--- config.mk ---
export PLATFORM = sky130hd
export DESIGN_NAME = pst_mul
export DESIGN_NICKNAME = d
export VERILOG_FILES = /design/src/hdl/pst_pkg.sv /design/src/hdl/pst_mul.sv
export SDC_FILE = /design/constraint.sdc
export NUM_CORES = 2
export LEC_CHECK = 0
export BUFFER_PORTS_ARGS = -buffer_cell sky130_fd_sc_hd__buf_2
export CORE_UTILIZATION = 40
export DETAILED_ROUTE_END_ITERATION = 10
export SLEW_MARGIN = 20
export SYNTH_ARGS = -nofsm -noshare
export SYNTH_HDL_FRONTEND = slang
export SYNTH_SLANG_ARGS = --single-unit
--- constraint.sdc ---
create_clock -name vclk -period 30
set_input_delay 1.5 -clock vclk [all_inputs]
set_output_delay 1.5 -clock vclk [all_outputs]
set_load 0.01 [all_outputs]
--- src/hdl/pst_pkg.sv ---
// pst_pkg: shared constants and types for the propensity sum tree sampler.
// Used by pst_mul, pst_tree and propensity_sum_tree_sampler.
`default_nettype none

package pst_pkg;

    localparam int REACTIONS              = 256;
    localparam int MAX_ORDER              = 3;
    localparam int REACTANTS_PER_REACTION = 2;

    localparam int IDX_W   = $clog2(REACTIONS);
    localparam int CHILD_W = IDX_W + 2;
    localparam int SEL_W   = 8;
    localparam int RIDX_W  = 8;
    localparam int RATE_W  = 32;
    localparam int CNT_W   = 16;
    localparam int ORDER_W = 2;
    localparam int FRAC_W  = 32;
    localparam int PROP_W  = 48;
    localparam int SUM_W   = 56;
    localparam int MUL_W   = 32;
    localparam int PROD_W  = 2 * MUL_W;

    localparam logic [PROP_W-1:0] PROP_MAX = '1;

    localparam logic KIND_UPDATE = 1'b0;
    localparam logic KIND_SEARCH = 1'b1;

    typedef logic [IDX_W-1:0] idx_t;

    typedef struct packed {
        logic [SUM_W-1:0]  right_sum;
        logic [SUM_W-1:0]  left_sum;
        logic [PROP_W-1:0] own;
    } node_t;

    typedef struct packed {
        logic  rd_en;
        idx_t  rd_addr;
        logic  wr_en;
        idx_t  wr_addr;
        node_t wr_data;
    } tree_req_t;

    typedef struct packed {
        logic [MUL_W-1:0]  a;
        logic [MUL_W-1:0]  b;
        logic              shift_hi;
        logic [PROD_W-1:0] addend;
    } mul_req_t;

endpackage

`default_nettype wire

--- src/hdl/pst_mul.sv ---
// pst_mul: shared 32x32 multiply-accumulate used for partial products.
// Depends on pst_pkg.
`default_nettype none

module pst_mul (
    input  wire pst_pkg::mul_req_t        req,
    output logic [pst_pkg::PROD_W-1:0]    result
);

    logic [pst_pkg::PROD_W-1:0] product;
    logic [pst_pkg::PROD_W-1:0] shifted;

    always_comb begin
        product = pst_pkg::PROD_W'(req.a) * pst_pkg::PROD_W'(req.b);
        if (req.shift_hi) begin
            shifted = {product[pst_pkg::MUL_W-1:0], {pst_pkg::MUL_W{1'b0}}};
        end else begin
            shifted = product;
        end
        result = shifted + req.addend;
    end

endmodule

`default_nettype wire

==> run_results.csv <==
group,metric,value,unit
floorplan,io_pins,193,
sta,tightestPinTransition,970,ps
grt,track_usage,23.4,%
worst_setup_path,worstSetupEndpoint,"result[61]",
grt,antenna_found_initial,8,
synthesis,yosysWarnings,0,
layout,post-route-util,42.3,%
detailed_routing,first_pass_iters,5,
outcome,outcome,"complete, no violations",
clock_network,hold_buffers,0,
placed_design,dp_hpwl,90700,µm
sta,hold_viol_final,0,
synthesis,syn-instance-count,4259,
synthesis,yosysSeqAreaShare,0,%
worst_setup_path,critical_path_class,"in2out",
detailed_routing,viasPerCell,5.17,
sta,hold_ws,3330,ps
grt,grt.met1_usage,32.6,%
floorplan,rows,111,
sta,rsz0062_at_grt,"false",
worst_setup_path,crit_path_start,"req[88]",
detailed_routing,drt_iter0_drc,1822,
layout,final_cells,5471,
layout,final_layout_size_suffix_gt1_share,5.78,%
floorplan,die_h,307,µm
floorplan,die_area,94300,µm²
synthesis,netlist_area,37200,µm²
sta,finalSetupViolCount,0,
detailed_routing,drc,0,
worst_setup_path,cp_max_fo,32,
clock_network,post_cts_resized,0,
sta,drv_slew,0,
placed_design,gp_congestion,0.912,
worst_setup_path,cp.required,28500,ps
worst_setup_path,cp_common_cell,"fa_1",
layout,nets,5578,
layout,multi_input_area,33000,µm²
synthesis,avgSynthCellArea,8.74,µm²
worst_setup_path,end_kind,"output pin",
synthesis,ys_types,83,
sta,slew_headroom,35.3,%
detailed_routing,post_drt_wl_per_cell,19.7,µm
layout,clkbuf_count,0,
grt,gr-max-usage-layer,"met2",
sta,fmax,76.1,MHz
hold_path,hold_depth,3,
detailed_routing,drtAntennaViolNets,0,
placed_design,placed_cells,5465,
worst_setup_path,critPathMaxStageDelay,710,ps
synthesis,synth_fa_ha_area_share,59.3,%
hold_path,hp-class,"in2out",
worst_setup_path,worstPathArrival,11650,ps
sta,setup_tns,0,ps
layout,area_growth_syn_to_layout,4.55,%
synthesis,muxShareOfSynthArea,0.276,%
grt,grt_max_degree,98,
sta,timing.final.crit_share,43.8,%
placed_design,port_buffers,193,
worst_setup_path,slowest_stage,"buf_2",
job,drv_cap,0,
synthesis,synth-compound-area-share,8.08,%
floorplan,start_util,40.5,%
synthesis,synth_top_family_by_area,"adder cells",
grt,grt_util_met2,37.7,%
sta,layout_min_cycle_time,13150,ps
clock_network,postCtsSetupRepairBufs,0,
layout,flops_and_latches,0,
detailed_routing,wl,108000,µm
grt,use_met3,3.20,%
grt,grt_pass1_wl,172000,µm
synthesis,synthesis.nets,5613,
synthesis,synth_xor_xnor_area_share,2.73,%
floorplan,core-area,91900,µm²
layout,fillerInstances,9371,
floorplan,die_x,307,µm
synthesis,synthSimpleGateAreaFrac,18.4,%
grt,overflow,0,
worst_setup_path,startpoint_type,"input pin",
detailed_routing,vias,28261,
layout,seq_area,0,µm²
grt,grt_pass1_vias,29761,
-- per-stage QoR --
step | worst slack [ps] | instance area, µm²
floorplan | 18420 | 37200
global placement | 16970 | 38900
detailed placement | 16970 | 38900
CTS | 16900 | 38900
global route | 16400 | 38900
finish | 16850 | 38900
-- per-layer routing --
| layer | vias to the layer above | wire length [µm] |
|---|---|---|
| li1 | 12709 | - |
| met1 | 14573 | 46900 |
| met2 | 822 | 50000 |
| met3 | 151 | 6670 |
| met4 | 6 | 4020 |
| met5 | - | 43 |
-- critical path, delay by kind of cell --
| kind | cells | cell delay, ps |
|---|---|---|
| fa+ha+maj | 10 | 5040 |
| compound gates | 15 | 2850 |
| buf+inv | 5 | 1070 |
| xor+xnor | 2 | 350 |
| simple gates | 3 | 670 |
| mux | 1 | 120 |
-- layout make-up --
| type | count | share of cell area [%] |
|---|---|---|
| Timing Repair Buffer | 204 | 2.69 |
| Antenna cell | 6 | 0.0386 |
| Tap cell | 1243 | 4.00 |
| Multi-Input combinational cell | 3153 | 84.9 |
| Inverter | 865 | 8.34 |
-- cells in the final DEF (no fill, tap or decap), drive strengths merged, types with 9 or more instances in the layout --
master,instances
nand2,567
nor2,82
inv,865
nand2b,16
and3,15
o21a,12
ha,328
o31ai,12
o21ai,79
xor2,41
a21o,76
fa,897
nor3,16
nand4,21
a21oi,155
a31oi,15
nor2b,18
o21bai,22
buf,204
o211ai,10
or3,9
and2,567
xnor2,75
nand3,30
-- cells in the mapped netlist (16+ instances only) --
cell	count	area, µm²
a21o_1	76	571
a21oi_1	152	761
and2_1	566	3540
clkbuf_1	225	845
fa_1	897	18000
ha_1	328	4100
inv_1	865	3250
nand2_1	566	2120
nand2b_1	16	100
nand3_1	30	150
nand4_1	21	131
nor2_1	81	304
nor2b_1	18	113
o21ai_0	67	335
o21bai_1	22	165
xnor2_1	75	657
xor2_1	41	359
-- logic make-up after synthesis --
kind of cell	Yosys count
compound gates	445
xor+xnor	116
fa+ha+maj	1225
buf+inv	1106
mux	10
simple gates	1357
-- worst min-delay path by stage --
stage                start        end  slack [ps]
global route        req[0]  result[0]        3340
detailed placement  req[0]  result[0]        3320
CTS                 req[0]  result[0]        3330
global placement    req[0]  result[0]        3340
finish              req[0]  result[0]        3330
floorplan           req[0]  result[0]        3150
Power is left out: the tool's default activity adds up to more than one toggle a clock period on the data nets, which glitch-free logic cannot reach.
